File: config.mk
export PLATFORM = sky130hd
export DESIGN_NAME = rrmsd_cmd_fifo
export DESIGN_NICKNAME = d
export VERILOG_FILES = /design/src/sv/rrmsd_pkg.sv /design/src/sv/rrmsd_cmd_fifo.sv
export SDC_FILE = /design/constraint.sdc
export NUM_CORES = 1
export LEC_CHECK = 0
export BUFFER_PORTS_ARGS = -buffer_cell sky130_fd_sc_hd__buf_4
export CAP_MARGIN = 30
export CORE_MARGIN = 2
export CORE_UTILIZATION = 49
export CTS_CLUSTER_SIZE = 28
export DETAILED_ROUTE_END_ITERATION = 8
export GPL_TIMING_DRIVEN = 0
export PLACE_DENSITY_LB_ADDON = 0.3
export SLEW_MARGIN = 20
export SYNTH_ARGS = -nofsm -noshare
export SYNTH_HDL_FRONTEND = slang
export SYNTH_SLANG_ARGS = --single-unit
File: constraint.sdc
create_clock -name clk_i -period 9 [get_ports clk_i]
set_input_delay 0.9 -clock clk_i [delete_from_list [all_inputs] [get_ports clk_i]]
set_output_delay 0.9 -clock clk_i [all_outputs]
set_load 0.05 [all_outputs]
File: src/sv/rrmsd_pkg.sv
// shared types and constants of the round-robin multi-stack drain unit
// no dependencies
package rrmsd_pkg;

  localparam int QID_W  = 3;
  localparam int REF_W  = 32;
  localparam int SLOT_W = 10;
  localparam int CNT_W  = 32;
  localparam int AQ_W   = 4;
  localparam int REQ_W  = 2;
  localparam int IN_DATA_W  = 48;
  localparam int OUT_DATA_W = 72;

  localparam logic [CNT_W-1:0] DROP_MAX = '1;

  // request codes on the input tuser
  localparam logic [REQ_W-1:0] REQ_PUSH  = 2'd0;
  localparam logic [REQ_W-1:0] REQ_POP   = 2'd1;
  localparam logic [REQ_W-1:0] REQ_CLEAR = 2'd2;

  // classified operation handed to the engine
  typedef enum logic [1:0] {
    OP_PUSH  = 2'd0,
    OP_POP   = 2'd1,
    OP_CLEAR = 2'd2,
    OP_NOP   = 2'd3
  } op_e;

  typedef struct packed {
    op_e               op;
    logic [QID_W-1:0]  queue_id;
    logic [REF_W-1:0]  ref_value;
    logic [SLOT_W-1:0] slot_index;
  } cmd_t;

  // queue to engine handshake
  typedef struct packed {
    logic valid;
    cmd_t cmd;
  } cmd_chan_t;

  typedef struct packed {
    logic [CNT_W-1:0] drop_count;
    logic             all_empty;
    logic             push_accepted;
    logic             found;
    logic [REF_W-1:0] popped_ref;
  } rsp_t;

endpackage

File: src/sv/rrmsd_cmd_fifo.sv
// two-entry command queue between front end and engine
// depends on rrmsd_pkg
module rrmsd_cmd_fifo (
  input  logic                 clk_i,
  input  logic                 rst_ni,
  input  logic                 push_i,
  input  rrmsd_pkg::cmd_t      cmd_i,
  output logic                 full_o,
  output rrmsd_pkg::cmd_chan_t head_o,
  input  logic                 pop_i
);

  rrmsd_pkg::cmd_t entry_q [2];
  logic            wr_ptr_q, wr_ptr_d;
  logic            rd_ptr_q, rd_ptr_d;
  logic [1:0]      count_q, count_d;
  logic            do_push, do_pop;

  assign full_o       = count_q == 2'd2;
  assign head_o.valid = count_q != 2'd0;
  assign head_o.cmd   = entry_q[rd_ptr_q];
  assign do_push      = push_i && !full_o;
  assign do_pop       = pop_i && head_o.valid;

  // pointers and fill level
  always_comb begin
    wr_ptr_d = do_push ? !wr_ptr_q : wr_ptr_q;
    rd_ptr_d = do_pop ? !rd_ptr_q : rd_ptr_q;
    count_d  = count_q;
    if (do_push && !do_pop) begin
      count_d = count_q + 2'd1;
    end else if (!do_push && do_pop) begin
      count_d = count_q - 2'd1;
    end
  end

  always_ff @(posedge clk_i or negedge rst_ni) begin
    if (!rst_ni) begin
      wr_ptr_q <= 1'b0;
      rd_ptr_q <= 1'b0;
      count_q  <= 2'd0;
    end else begin
      wr_ptr_q <= wr_ptr_d;
      rd_ptr_q <= rd_ptr_d;
      count_q  <= count_d;
    end
  end

  // payload storage
  always_ff @(posedge clk_i) begin
    if (do_push) begin
      entry_q[wr_ptr_q] <= cmd_i;
    end
  end

endmodule

* Word-level counts from Yosys, hierarchy flattened *
Memory sizes are Yosys's and may differ from the RTL's.
Index checks and enable logic that the tools add are counted.

word-level totals
  register bits after elaboration = 4
  bits in latches = 0
  bits in writable memories = 94
  ROM bits = 0
  input bits = 51
  output and inout bits = 49
  word-level logic and storage cells = 22
  memories kept = 1

memory list
  memory   depth  width  read ports  clocked after Yosys merged registers in  wr ports  RTL line              source
  entry_q  2      47     1           0                                        1         rrmsd_cmd_fifo.sv:13  rrmsd_pkg::cmd_t entry_q [2];

cells by class
  add/subtract/negate cells = 2
  multipliers = 0
  div/mod/pow operators = 0
  $lt $le $gt $ge = 0
  equality and inequality tests = 1
  shifts and indexed selects = 0
  muxes and demuxes = 4
  bitwise logic cells = 0
  reduce and logical (&&, ||, !) cells = 11

operators with widths
  cell                                                                count
  1-bit zero test                                                     5
  1-bit logical AND                                                   4
  2-bit two-way mux                                                   2
  2-bit nonzero test                                                  2
  2-bit by 1-bit adder with 2-bit output, second input constant       1
  2-bit equality test, second input constant                          1
  1-bit two-way mux                                                   2
  2-bit by 1-bit subtractor with 2-bit output, second input constant  1

* Logic depth before layout (Yosys ltp) *
  word-level depth = 7
  depth in mapped cells = 7
  mapped depth without buffers = 7

* Least setup slack after synthesis *
OpenSTA, ideal clock, no wires.

  path type = input -> register
  from = input port push_i
  to = memory entry_q[0][0] (netlist bit), enable pin
  setup time = 0.452 ns
  data arrival time = 2.963 ns
  path slack = 5.586 ns
  cell stages on the path = 2
  buffers on the path = 0
  path through = nand2_1 nor2_1

between the ends
  word-level cells in the longest chain between the ends = 3

RTL lines
  item                                     RTL line              source
  from (decl)                              rrmsd_cmd_fifo.sv:6   input logic push_i,
  1-bit logical AND                        rrmsd_cmd_fifo.sv:22  assign do_push = push_i && !full_o;
  1-bit two-way mux                        rrmsd_cmd_fifo.sv:51  if (do_push) begin
  1-bit two-way mux (implied by the code)  rrmsd_cmd_fifo.sv:52  entry_q[wr_ptr_q] <= cmd_i;
  to (decl)                                rrmsd_cmd_fifo.sv:13

No other way between the ends.

==> impl_metrics.tcl <==
set metrics [dict create \
    dp_cells 365 \
    synth_enable_flop_cells 94 \
    initialDrtViolationCount 63 \
    rsz0062_at_grt "no" \
    cts_root_buf "clkbuf_8" \
    die_h_um 90.53 \
    rr_worst_depth 4 \
    maxCapViolations 0 \
    arrival_ns 1.59 \
    status "finished clean" \
    fin_cells 381 \
    cp.required_ns 8.10 \
    synth.distinct_cells 15 \
    ios 100 \
    critPathMaxFanout 10 \
    vdd.ir_drop.worst_mv 0.3026 \
    hold_slack_ns 0.3339 \
    synthTopCellsByArea "edfxtp_1, mux2_2, mux2_4, dfrtp_1, buf_6" \
    cts_tree "yes" \
    syn_area_um2 3669 \
    area_growth_pct 30.63 \
    antenna_cells 0 \
    clk_path_buf_depth 2 \
    synth_ff_type "edfxtp_1" \
    worstMarginPinSlew_ns 0.7191 \
    gp_congestion 0.6892 \
    ys_top_cells_by_count "edfxtp_1, mux2_2, mux2_4, dfrtp_1" \
    cp_slowest_cell "dfrtp_1" \
    viasPerCell 4.803 \
    hold_path_class "input pin to async pin" \
    period_needed_ns 2.487 \
    slowest_delay_ns 0.37 \
    vias 1830 \
    fmax_mhz 402.1 \
    drc_errors 0 \
    seq_area_frac_synth_pct 79.67 \
    start_kind "register" \
    async_reset_ff_share_pct 4.082 \
    initial_utilization_pct 50.58 \
    synth.most_common_cell "edfxtp_1" \
    grt_pass1_wl_mm 9.494 \
    placed_area_um2 4584 \
    wl_per_cell_um 15.81 \
    layout.nets 329 \
    gr-total-overflow 0 \
    grt_max_degree 26 \
    die_w_um 90.53 \
    antenna_left 0 \
    power_leakage_nw 1.871 \
    cts_setup_buffers 0 \
    postLayoutCellArea_um2 4792 \
    synth.top_cell.area_share_pct 76.94 \
    wl_mm 6.025 \
    port_buffers 99 \
    p_per_area_nw_per_um2 375.4 \
    synth_largest_area_cell "edfxtp_1" \
    clkSinkCount 98 \
    insertion_delay_ns 0.34 \
    grt_use_total_pct 15.25 \
    power_mw 1.799 \
    slew_viol_final 0 \
    tritoncts.num_buffers 9 \
    postSynthCellCount 165 \
    antenna_found_initial 0 \
    drt_pass1_iterations 4 \
    dieArea_um2 8195 \
    clock_skew_ns 0.009692 \
    cts_resized 0 \
    rows 31 \
    slew_headroom_pct 51.94 \
    drive_gt1_share_pct 59.57 \
    final-setup-viol-count 0 \
    core_um2 7253 \
    finalHoldViolCount 0 \
    setup_tns_ns 0 \
    dp_hpwl_mm 4.244 \
    synth_nets 217 \
    criticalPathCategory "register to primary output" \
    period_share_pct 27.63 \
    htreeDepth 3 \
    ys_seq_elements 98 \
    cp_common_cell "buf_6" \
    grt_pass1_vias 1987 \
    end_kind "primary output" \
    worstPathCellList "buf_6 > buf_6 > mux2_4 > buf_4" \
    clk_pin_slew_ns 0.09 \
    avgSynthCellArea_um2 22.23 \
    yosysWarnings 0 \
    cts_hold_repair.buffers 0 \
    fill_cells 517 \
]
==> registers in the layout, summed over array words and instances (netlist names) <==
signal	count
entry_q	94
count_q	2
rd_ptr_q	1
wr_ptr_q	1
==> layout make-up <==
type | instances | area, µm² | share of cell area, %
Buffer | 5 | 43.79 | 0.9138
Clock buffer | 9 | 123.9 | 2.585
Clock inverter | 7 | 83.83 | 1.749
Inverter | 2 | 7.507 | 0.1567
Multi-Input combinational cell | 60 | 703.2 | 14.67
Sequential cell | 98 | 2923 | 60.99
Tap cell | 99 | 123.9 | 2.585
Timing Repair Buffer | 101 | 783.3 | 16.34
==> cells in the final DEF, fill, tap and decap left out <==
cell type | netlist | layout
buf_4 | 0 | 99
edfxtp_1 | 94 | 94
mux2_2 | 27 | 27
mux2_4 | 20 | 20
clkbuf_8 | 0 | 9
clkinv_1 | 0 | 4
dfrtp_1 | 4 | 4
buf_6 | 3 | 3
xnor2_1 | 3 | 3
buf_2 | 2 | 2
inv_1 | 2 | 2
nand2_1 | 2 | 2
xor2_1 | 2 | 2
bufinv_16 | 0 | 2
buf_12 | 0 | 2
or2_2 | 1 | 1
nand2b_1 | 1 | 1
and3_2 | 0 | 1
nor2_4 | 0 | 1
nor2_1 | 2 | 1
ha_1 | 1 | 1
clkinv_4 | 0 | 1
==> critical path: cells and delay by family, from the launching register on <==
family                 cells  cell delay [ns]
DFF                        1             0.37
muxes                      1             0.32
buffers and inverters      3             0.55
==> per-stage QoR <==
stage | util, % | worst slack (ns)
finish | 66.07 | 6.513
global route | 66.07 | 6.427
CTS | 66.07 | 6.490
detailed placement | 63.21 | 6.687
global placement | 62.53 | 4.375
floorplan | - | 5.586
==> power by group <==
part / leakage, nW / internal [mW] / total, mW / switching (mW)
Sequential: 0.920 / 0.624 / 0.653 / 0.0294
Combinational: 0.848 / 0.306 / 0.856 / 0.550
Clock: 0.103 / 0.153 / 0.290 / 0.136
==> per-layer routing <==
layer	track usage, %	up-vias	wire length, µm
met5	0	-	0
met4	6.538	0	78
met3	5.259	8	401
met2	26.43	66	3165
met1	17.08	893	2379
li1	-	863	-
==> cell families after synthesis <==
| logic type | share of synthesized area (%) |
|---|---|
| muxes | 16.47 |
| DFF | 79.67 |
| and+or+nand+nor | 0.9214 |
| buffers and inverters | 1.398 |
| xor gates and xnor gates | 1.194 |
| adders and majority gates | 0.3410 |
==> final timing paths <==
check                                 from        endpoint  slack, ns
max in group asynchronous           rst_ni      count_q[0]       8.56
worst min-delay path                rst_ni        wr_ptr_q       0.33
worst min register to register  count_q[1]      count_q[1]       0.52
min in group clk_i              count_q[1]      count_q[1]       0.52
worst max-delay path              rd_ptr_q      head_o[25]       6.51
worst max register to register  count_q[0]  entry_q[0][26]       7.08
(Power assumes the default switching activity.)
