<file path="config.mk">
export PLATFORM = sky130hd
export DESIGN_NAME = rrmsd_front
export DESIGN_NICKNAME = d
export VERILOG_FILES = /design/src/sv/rrmsd_pkg.sv /design/src/sv/rrmsd_front.sv
export SDC_FILE = /design/constraint.sdc
export NUM_CORES = 1
export LEC_CHECK = 0
export ABC_AREA = 1
export BUFFER_PORTS_ARGS = -buffer_cell sky130_fd_sc_hd__buf_2
export CORE_UTILIZATION = 21
export DETAILED_ROUTE_END_ITERATION = 8
export PLACE_DENSITY = 0.86
export SLEW_MARGIN = 30
export SYNTH_ARGS = -nofsm -noshare
export SYNTH_HDL_FRONTEND = slang
export SYNTH_SLANG_ARGS = --single-unit
</file>
<file path="constraint.sdc">
create_clock -name vclk -period 1
set_input_delay 0.2 -clock vclk [all_inputs]
set_output_delay 0.2 -clock vclk [all_outputs]
set_load 0.02 [all_outputs]
</file>
<file path="src/sv/rrmsd_pkg.sv">
// shared types and constants of the round-robin multi-stack drain unit
// no dependencies
package rrmsd_pkg;

  localparam int QID_W  = 3;
  localparam int REF_W  = 32;
  localparam int SLOT_W = 10;
  localparam int CNT_W  = 32;
  localparam int AQ_W   = 4;
  localparam int REQ_W  = 2;
  localparam int IN_DATA_W  = 48;
  localparam int OUT_DATA_W = 72;

  localparam logic [CNT_W-1:0] DROP_MAX = '1;

  // request codes on the input tuser
  localparam logic [REQ_W-1:0] REQ_PUSH  = 2'd0;
  localparam logic [REQ_W-1:0] REQ_POP   = 2'd1;
  localparam logic [REQ_W-1:0] REQ_CLEAR = 2'd2;

  // classified operation handed to the engine
  typedef enum logic [1:0] {
    OP_PUSH  = 2'd0,
    OP_POP   = 2'd1,
    OP_CLEAR = 2'd2,
    OP_NOP   = 2'd3
  } op_e;

  typedef struct packed {
    op_e               op;
    logic [QID_W-1:0]  queue_id;
    logic [REF_W-1:0]  ref_value;
    logic [SLOT_W-1:0] slot_index;
  } cmd_t;

  // queue to engine handshake
  typedef struct packed {
    logic valid;
    cmd_t cmd;
  } cmd_chan_t;

  typedef struct packed {
    logic [CNT_W-1:0] drop_count;
    logic             all_empty;
    logic             push_accepted;
    logic             found;
    logic [REF_W-1:0] popped_ref;
  } rsp_t;

endpackage

</file>
<file path="src/sv/rrmsd_front.sv">
// front end: unpacks input items and classifies them into engine commands
// depends on rrmsd_pkg
module rrmsd_front #(
  parameter int CW = 4
) (
  input  logic                                s_axis_tvalid,
  output logic                                s_axis_tready,
  // queue_id [2:0], ref_value [34:3], slot_index [44:35], zero fill
  input  logic [rrmsd_pkg::IN_DATA_W-1:0]     s_axis_tdata,
  // req_type [1:0]
  input  logic [rrmsd_pkg::REQ_W-1:0]         s_axis_tuser,
  input  logic [CW-1:0]                       live_count_i,
  input  logic                                fifo_full_i,
  output logic                                fifo_push_o,
  output rrmsd_pkg::cmd_t                     fifo_cmd_o
);

  logic [rrmsd_pkg::QID_W-1:0] qid;
  logic                        q_live;

  assign qid           = s_axis_tdata[2:0];
  assign q_live        = 32'(qid) < 32'(live_count_i);
  assign s_axis_tready = !fifo_full_i;
  assign fifo_push_o   = s_axis_tvalid && !fifo_full_i;

  // classify; push or clear to an inactive stack and unused codes do nothing
  always_comb begin
    fifo_cmd_o.queue_id   = qid;
    fifo_cmd_o.ref_value  = s_axis_tdata[34:3];
    fifo_cmd_o.slot_index = s_axis_tdata[44:35];
    if (s_axis_tuser == rrmsd_pkg::REQ_PUSH && q_live) begin
      fifo_cmd_o.op = rrmsd_pkg::OP_PUSH;
    end else if (s_axis_tuser == rrmsd_pkg::REQ_POP) begin
      fifo_cmd_o.op = rrmsd_pkg::OP_POP;
    end else if (s_axis_tuser == rrmsd_pkg::REQ_CLEAR && q_live) begin
      fifo_cmd_o.op = rrmsd_pkg::OP_CLEAR;
    end else begin
      fifo_cmd_o.op = rrmsd_pkg::OP_NOP;
    end
  end

endmodule

</file>
After elaboration in Yosys (flattened, before gate mapping) --
Cells that the tools add are included.
Storage, ports and cells: register bits 0
Cells by class: equality and inequality tests 2, reductions and logical operators 5, muxes and demuxes 3, magnitude comparators 1
Operators with widths (number):
- < comparator 3 x 4 -> 1 bit | 1
- two-way mux 2 bit | 2
- logical AND 1 bit | 3
- == test 2 x 1 -> 1 bit (second input constant) | 1
- == test 2 bit (second input constant) | 1
- zero test 2 bit | 1
- zero test 1 bit | 1
- two-way mux 1 bit | 1

Longest topological paths before layout --
Gate-level depths: netlist (run 1).
depth in word-level cells 5, mapped depth 8

Worst setup path before layout (run 1) --
Ideal clock, no wire load.
kind input port to output port, from in live_count_i[2], to out fifo_cmd_o[46] in the netlist's numbering, stages on the path 8, required time 0.800 ns, slack -0.085 ns, arrival time 0.885 ns, cells stage by stage inv_1 -> ha_1 -> inv_1 -> nor2_4 -> nand2_1 -> nand2_1 -> nand2_1 -> nand2_1
RTL lines:
- start: declaration | RTL line rrmsd_front.sv:12 | input logic [CW-1:0] live_count_i,
- end: declaration | RTL line rrmsd_front.sv:15 | output rrmsd_pkg::cmd_t fifo_cmd_o

==> results.toml, run 1 <==
[worst_setup_path]
critical_path_required_ns = 0.80
cp_max_fo = 2
arrival_ns = 1.01
startpoint_type = "input port"
path_class = "input port to output pin"
endpoint_kind = "output pin"

[final_layout]
layout.nets = 102
fin_util = 0.169
design.seq.count = 0
seq_area_um2 = 0
drive_above_1_share = 0.690
fill_cells = 223
synthToLayoutAreaGrowth_pct = -25.6
nClkBuffers = 0
multiInputGateArea_um2 = 110
antennaDiodeCount = 0

[power_and_ir_drop]
pwr-share-comb = 1.000
clkPwrFrac = 0
seqPwrFrac = 0
intPower_uw = 74.7
p_leak_nw = 0.187
p_per_area_nw_per_um2 = 442
netSwitchingFraction = 0.495
peakVddDrop_uv = 118
power_switching_uw = 73.3

[job]
cap_violations = 0

[logic_synthesis]
syn_area_per_cell_um2 = 6.62
synth_cells = 68
syn_nets = 126
ys_seq_area_frac = 0
syn_area_um2 = 450
yosysWarnings = 0
synth.distinct_cells = 7

[route]
avgRoutedWirePerCell_um = 8.39
via_per_inst = 3.61
firstDrtPassIters = 3
antenna_left = 0
num_vias = 249
drc = 0
wl_um = 579
drt_first_iter_violations = 3

[timing]
relSlewSlack = 0.925
fin_ws_ns = -0.212
slew_viol_final = 0
max_freq_ghz = 0.825
period_needed_ns = 1.21
fin_crit_sh = 1.21
rsz0062_at_grt = "yes"
setup_viol = 2
hold_viol = 0
worstMarginPinSlew_ns = 0.113

[global_route]
first_global_vias = 229
antenna_found_initial = 0
gr-usage-all-layers = 0.0455
gr-total-overflow = 0
grt_pass1_wl_um = 897
grt_max_degree = 3

[hold_path]
hold_class = "input port to output pin"

[place]
pre_cts_ws_ns = -0.357
gp_congestion = 0.632
io_buffers = 18
hpwl_um = 469

[floorplan]
dieWidth_um = 48.3
die_h_um = 48.3
fp-row-count = 16
pin_count = 105
die-area_um2 = 2330
initial_core_util = 0.227
core_um2 = 1980

[run_status]
violations = "setup timing"
status = "complete, but fails checks"

[clock_tree]
cts_hold_buf = 0
cell usage in the layout, fill, tap and decap left out, drive strengths merged:
cell type	netlist	layout
buf	45	19
ha	2	2
inv	10	10
nand2	8	8
nand3	1	1
nor2	2	2
what timing repair did:
action                     in CTS  in global routing
gates resized for setup        10                  3
setup endpoints to repair       2                  2
setup buffers                   0                  0
pin swaps                       6                  3
logic make-up after synthesis:
logic type,Yosys count,synth area share
and+or+nand+nor,11,0.111
buffers and inverters,55,0.833
adders and majority gates,2,0.0555
per-stage QoR:
stage	cells	hold slack [ns]	TNS [ns]	power, mW	area, um^2
final	69	0.400	-0.331	0.148	335
after global routing	69	0.400	-0.423	0.163	335
after CTS	69	0.400	-0.342	0.142	328
after detailed placement	69	0.400	-0.591	0.121	287
after global placement	69	0.400	-0.566	0.119	287
after floorplan	68	0.477	-0.0338	0.321	493
cell usage after synthesis (all sizes together):
master / count / share of area
nand3: 1 / 0.011
buf: 45 / 0.75
nor2: 2 / 0.033
inv: 10 / 0.083
nand2: 8 / 0.067
ha: 2 / 0.056
worst paths after layout:
path                  cells past startpoint  slack (ns)        endpoint              from
worst max-delay path                     10       -0.21  fifo_cmd_o[46]   live_count_i[2]
worst min-delay path                      0        0.40  fifo_cmd_o[21]  s_axis_tdata[14]
routing by layer:
layer | wire (um) | vias to the layer above | GRT usage
met2 | 267 | 37 | 0.0751
met1 | 141 | 90 | 0.0284
met3 | 106 | 20 | 0.0283
li1 | - | 102 | -
met4 | 63 | 0 | 0.0637
met5 | 0 | - | 0
critical path: stages:
cell	delay (ns)
buf_8	0.09
inv_12	0.03
ha_4	0.25
inv_2	0.03
nor2_4	0.07
nand2_2	0.05
nand2_1	0.05
nand2_1	0.06
nand2_2	0.07
buf_6	0.11
power groups by stage:
stage,registers [mW],logic [mW],clock network (mW)
floorplan,0,0.321,0
global placement,0,0.119,0
detailed placement,0,0.121,0
CTS,0,0.142,0
global route,0,0.163,0
finish,0,0.148,0
layout make-up:
type               count  share of cell area
inverters             10               0.157
multi-input cells     13               0.328
well taps             27               0.101
repair buffers        19               0.414
(Power assumes the default switching activity.)
==> inputs of run 2 (changes only) <==
--- a/config.mk
+++ b/config.mk
@@ -5,11 +5,11 @@
 export SDC_FILE = /design/constraint.sdc
 export NUM_CORES = 1
 export LEC_CHECK = 0
-export ABC_AREA = 1
+export ABC_AREA = 0
 export BUFFER_PORTS_ARGS = -buffer_cell sky130_fd_sc_hd__buf_2
 export CORE_UTILIZATION = 21
 export DETAILED_ROUTE_END_ITERATION = 8
-export PLACE_DENSITY = 0.86
+export PLACE_DENSITY_LB_ADDON = 0.1
 export SLEW_MARGIN = 30
 export SYNTH_ARGS = -nofsm -noshare
 export SYNTH_HDL_FRONTEND = slang
==> results.toml, run 2 <==
[hold_path]
hold_class = "input port to output pin"
worstHoldPathCells = 0
min_from = "s_axis_tdata[7]"
holdPathEnd = "fifo_cmd_o[14]"

[timing]
slew_viol_final = 0
period_needed_ns = 1.28
setup_viol = 2
fin_ws_ns = -0.280
fin_crit_sh = 1.28
hold_ws_ns = 0.400
max_freq_ghz = 0.781
worstMarginPinSlew_ns = 0.295
hold_viol = 0
relSlewSlack = 0.802
fin_tns_setup_ns = -0.556
rsz0062_at_grt = "yes"

[power_and_ir_drop]
peakVddDrop_uv = 102
p_total_uw = 147
p_per_area_nw_per_um2 = 499
p_leak_nw = 0.137

[final_layout]
synthToLayoutAreaGrowth_pct = -30.6
final_common_cell = "buf_2"
fill_cells = 213
design.seq.count = 0
layout.nets = 90
drive_above_1_share = 0.833
instances_no_fill = 55
antennaDiodeCount = 0
nClkBuffers = 0
final_cell_mix = "14 x buf_2, 4 x buf_6, 3 x inv_1"
seq_area_um2 = 0

[worst_setup_path]
crit_chain = "buf_6, inv_4, ha_4, a211oi_4, o31ai_4, buf_6"
startpoint_type = "input port"
cp_max_fo = 2
critical_path_required_ns = 0.80
timing.critical_path.mode_cell = "buf_6"
endpoint_kind = "output pin"
arrival_ns = 1.08
path_class = "input port to output pin"
critPathMaxStageDelay_ns = 0.30
critPathSlowestCell = "a211oi_4"

[run_status]
violations = "setup timing"
status = "complete, but fails checks"

[place]
gp_congestion = 0.597
placed_cells = 55
hpwl_um = 456
pre_cts_ws_ns = -0.371
io_buffers = 18

[clock_tree]
cts_hold_buf = 0
postCtsSetupRepairBufs = 0

[global_route]
grt_max_degree = 3
gr-usage-all-layers = 0.0385
gr-total-overflow = 0
antenna_found_initial = 0
first_global_vias = 152
grt_pass1_wl_um = 648

[logic_synthesis]
syn_nets = 115
synthTopCellsByArea = "buf_4 79%, ha_1 5.9%, inv_1 3.5%"
synth_top_area_share = 0.794
synth_top_area_cell = "buf_4"
synth.distinct_cells = 8
synth_commonest_cells = "45 x buf_4, 4 x inv_1, 2 x ha_1, 2 x o21bai_1"
ys_seq_area_frac = 0
yosysMostFrequentCell = "buf_4"
syn_area_um2 = 425
yosysWarnings = 0
syn_area_per_cell_um2 = 7.46
synth_cells = 57

[route]
antenna_left = 0
drt_first_iter_violations = 1
drc = 0
firstDrtPassIters = 2
num_vias = 195
wl_um = 520
avgRoutedWirePerCell_um = 9.45
via_per_inst = 3.55

[floorplan]
pin_count = 105
die_h_um = 47.0
dieWidth_um = 47.0
fp-row-count = 15
initial_core_util = 0.234
core_um2 = 1820
die-area_um2 = 2210

[job]
cap_violations = 0
-- run 2: changes by cell type in the layout (fill, tap and decap cells not counted), moves of 2 or more --
cell and change:
buf_2 +2, inv_1 -4, nand2_1 -4, nand2_2 -4, o21bai_4 +2
-- run 2: area by class of cell --
type / instances / area (um^2) / area share
Tap cell: 25 / 31.3 / 0.106
Multi-Input combinational cell: 8 / 131 / 0.445
Timing Repair Buffer: 18 / 115 / 0.390
Inverter: 4 / 17.5 / 0.0593
-- run 2: kinds of logic after synthesis --
family	count (synthesis)	share of synthesized area
adder cells (fa/ha/maj)	2	0.0588
AO/OA/AOI/OAI	4	0.0823
AND/OR/NAND/NOR	2	0.0294
buffers and inverters	49	0.829
-- run 2: worst max-delay path by stage --
stage | startpoint | endpoint | depth (start not counted)
3_5_place_dp | s_axis_tdata[1] | fifo_cmd_o[46] | 5
3_3_place_gp | s_axis_tdata[1] | fifo_cmd_o[46] | 5
5_1_grt | live_count_i[1] | fifo_cmd_o[45] | 6
6_report | live_count_i[1] | fifo_cmd_o[46] | 6
4_1_cts | live_count_i[1] | fifo_cmd_o[46] | 6
2_1_floorplan | live_count_i[1] | fifo_cmd_o[46] | 4
-- run 2: where the power goes --
part / total, mW / internal, mW / switching [mW] / leakage [nW]
combinational: 0.147 / 0.0762 / 0.0712 / 0.137
sequential: 0 / 0 / 0 / 0
clock: 0 / 0 / 0 / 0
-- run 2: layer usage --
layer	global-route usage	up-vias	part of all wire
li1	-	75	-
met2	0.0556	30	0.46
met5	0	-	0
met3	0.0192	12	0.23
met1	0.0319	78	0.26
met4	0.0571	0	0.056
-- run 2: critical path, delay by kind of cell --
kind	cells	cell delay, ns
AOI/OAI and AO/OA	2	0.40
buffers and inverters	3	0.27
adders and majority gates	1	0.20
-- run 2: per-stage QoR --
step                area, um^2   util
finish                     295  0.162
global route               295  0.162
CTS                        295  0.162
detailed placement         260  0.143
global placement           260  0.143
floorplan                  477      -
-- run 2: timing repair --
action / 4_1_cts / 5_1_grt
pin swaps: 4 / 0
endpoints found under the setup margin: 2 / 2
endpoints found under the hold margin: 0 / 0
gates resized for setup: 8 / 0
==> inputs of run 3 (changes only) <==
--- a/config.mk
+++ b/config.mk
@@ -7,9 +7,11 @@
 export LEC_CHECK = 0
 export ABC_AREA = 0
 export BUFFER_PORTS_ARGS = -buffer_cell sky130_fd_sc_hd__buf_2
+export CORE_ASPECT_RATIO = 1.25
 export CORE_UTILIZATION = 21
 export DETAILED_ROUTE_END_ITERATION = 8
-export PLACE_DENSITY_LB_ADDON = 0.1
+export PLACE_DENSITY = 0.81
+export SKIP_LAST_GASP = 1
 export SLEW_MARGIN = 30
 export SYNTH_ARGS = -nofsm -noshare
 export SYNTH_HDL_FRONTEND = slang
==> results.toml, run 3 (synthesis results as in run 2) <==
[worst_setup_path]
startpoint_type = "input port"
critical_path_required_ns = 0.80
crit_buf_inv = 3
path_class = "input port to output pin"
crit_chain = "buf_6, inv_4, ha_4, a211oi_4, o31ai_4, buf_6"
critPathSlowestCell = "a211oi_4"
arrival_ns = 1.08
cp.depth = 6
cp_max_fo = 2
endpoint_kind = "output pin"
critPathTopFamily = "compound AO/OA/AOI/OAI gates"
timing.critical_path.mode_cell = "buf_6"
critPathMaxStageDelay_ns = 0.30

[global_route]
grt_max_degree = 3
gr-total-overflow = 0
antenna_found_initial = 0
gr-usage-all-layers = 0.0495
first_global_vias = 193
grt_pass1_wl_um = 834

[route]
drc = 0
antenna_left = 0
avgRoutedWirePerCell_um = 12.7
drt_first_iter_violations = 0
firstDrtPassIters = 1
wl_um = 624
num_vias = 210
via_per_inst = 4.29

[job]
cap_violations = 0

[timing]
hold_viol = 0
fin_crit_sh = 1.28
period_needed_ns = 1.28
relSlewSlack = 0.807
fin_ws_ns = -0.279
slew_viol_final = 0
hold_ws_ns = 0.400
max_freq_ghz = 0.782
worstMarginPinSlew_ns = 0.288
setup_viol = 2
rsz0062_at_grt = "yes"

[final_layout]
final_common_cell = "buf_2"
design.seq.count = 0
nClkBuffers = 0
layout.nets = 90
synthToLayoutAreaGrowth_pct = -31.5
instances_no_fill = 49
drive_above_1_share = 0.833
seq_area_um2 = 0
final_cell_area_um2 = 292
antennaDiodeCount = 0
final_cell_mix = "15 x buf_2, 3 x inv_1, 3 x buf_6"

[floorplan]
die_h_um = 52.3
die-area_um2 = 2210
fp-row-count = 17
core_um2 = 1830
pin_count = 105
initial_core_util = 0.233
dieWidth_um = 42.3

[power_and_ir_drop]
peakVddDrop_uv = 179
p_leak_nw = 0.136
p_per_area_nw_per_um2 = 516

[clock_tree]
cts_hold_buf = 0
postCtsSetupRepairBufs = 0

[hold_path]
hold_class = "input port to output pin"
worstHoldPathCells = 0

[run_status]
status = "complete, but fails checks"
violations = "setup timing"

[place]
io_buffers = 18
gp_congestion = 0.535
placed_area_um2 = 253
placed_cells = 49
## run 3: cell counts in the layout (fill, tap and decap cells not counted)
Identical to the previous run, type by type.
## run 3: timing repair
action / 4_1_cts / 5_1_grt
cloned: 0 / 0
pin swaps: 3 / 0
endpoints found under the hold margin: 0 / 0
setup endpoints to repair: 2 / 2
resized for setup: 7 / 1
## run 3: path summary, 6_finish.rpt
kind / from / end
max: live_count_i[1] / fifo_cmd_o[46]
min: s_axis_tdata[6] / fifo_cmd_o[13]
## run 3: cell type report
cell class	instances	area (um^2)
fillers	207	1540
repair buffers	18	109
multi-input cells	8	141
well taps	19	23.8
inverters	4	17.5
## run 3: power breakdown
| part | total [mW] | switching [mW] | internal (mW) |
|---|---|---|---|
| sequential | 0 | 0 | 0 |
| combinational | 0.151 | 0.0733 | 0.0773 |
| clock | 0 | 0 | 0 |
| total | 0.151 | 0.0733 | 0.0773 |
## run 3: routing by layer
layer	wire [um]	part of all wire	vias up	track usage
met5	0	0	-	0
met4	122	0.20	0	0.0990
met3	121	0.19	24	0.0207
met2	203	0.33	32	0.0641
met1	176	0.28	78	0.0389
li1	-	-	76	-
## run 3: through the flow
stage / power, mW / setup TNS, ns / setup slack, ns / util
final: 0.151 / -0.527 / -0.279 / 0.159
after global routing: 0.160 / -0.588 / -0.306 / 0.159
after CTS: 0.147 / -0.541 / -0.287 / 0.154
after detailed placement: 0.129 / -0.687 / -0.368 / 0.138
after global placement: 0.126 / -0.659 / -0.353 / 0.138
after floorplan: 0.337 / -0.158 / -0.0943 / -
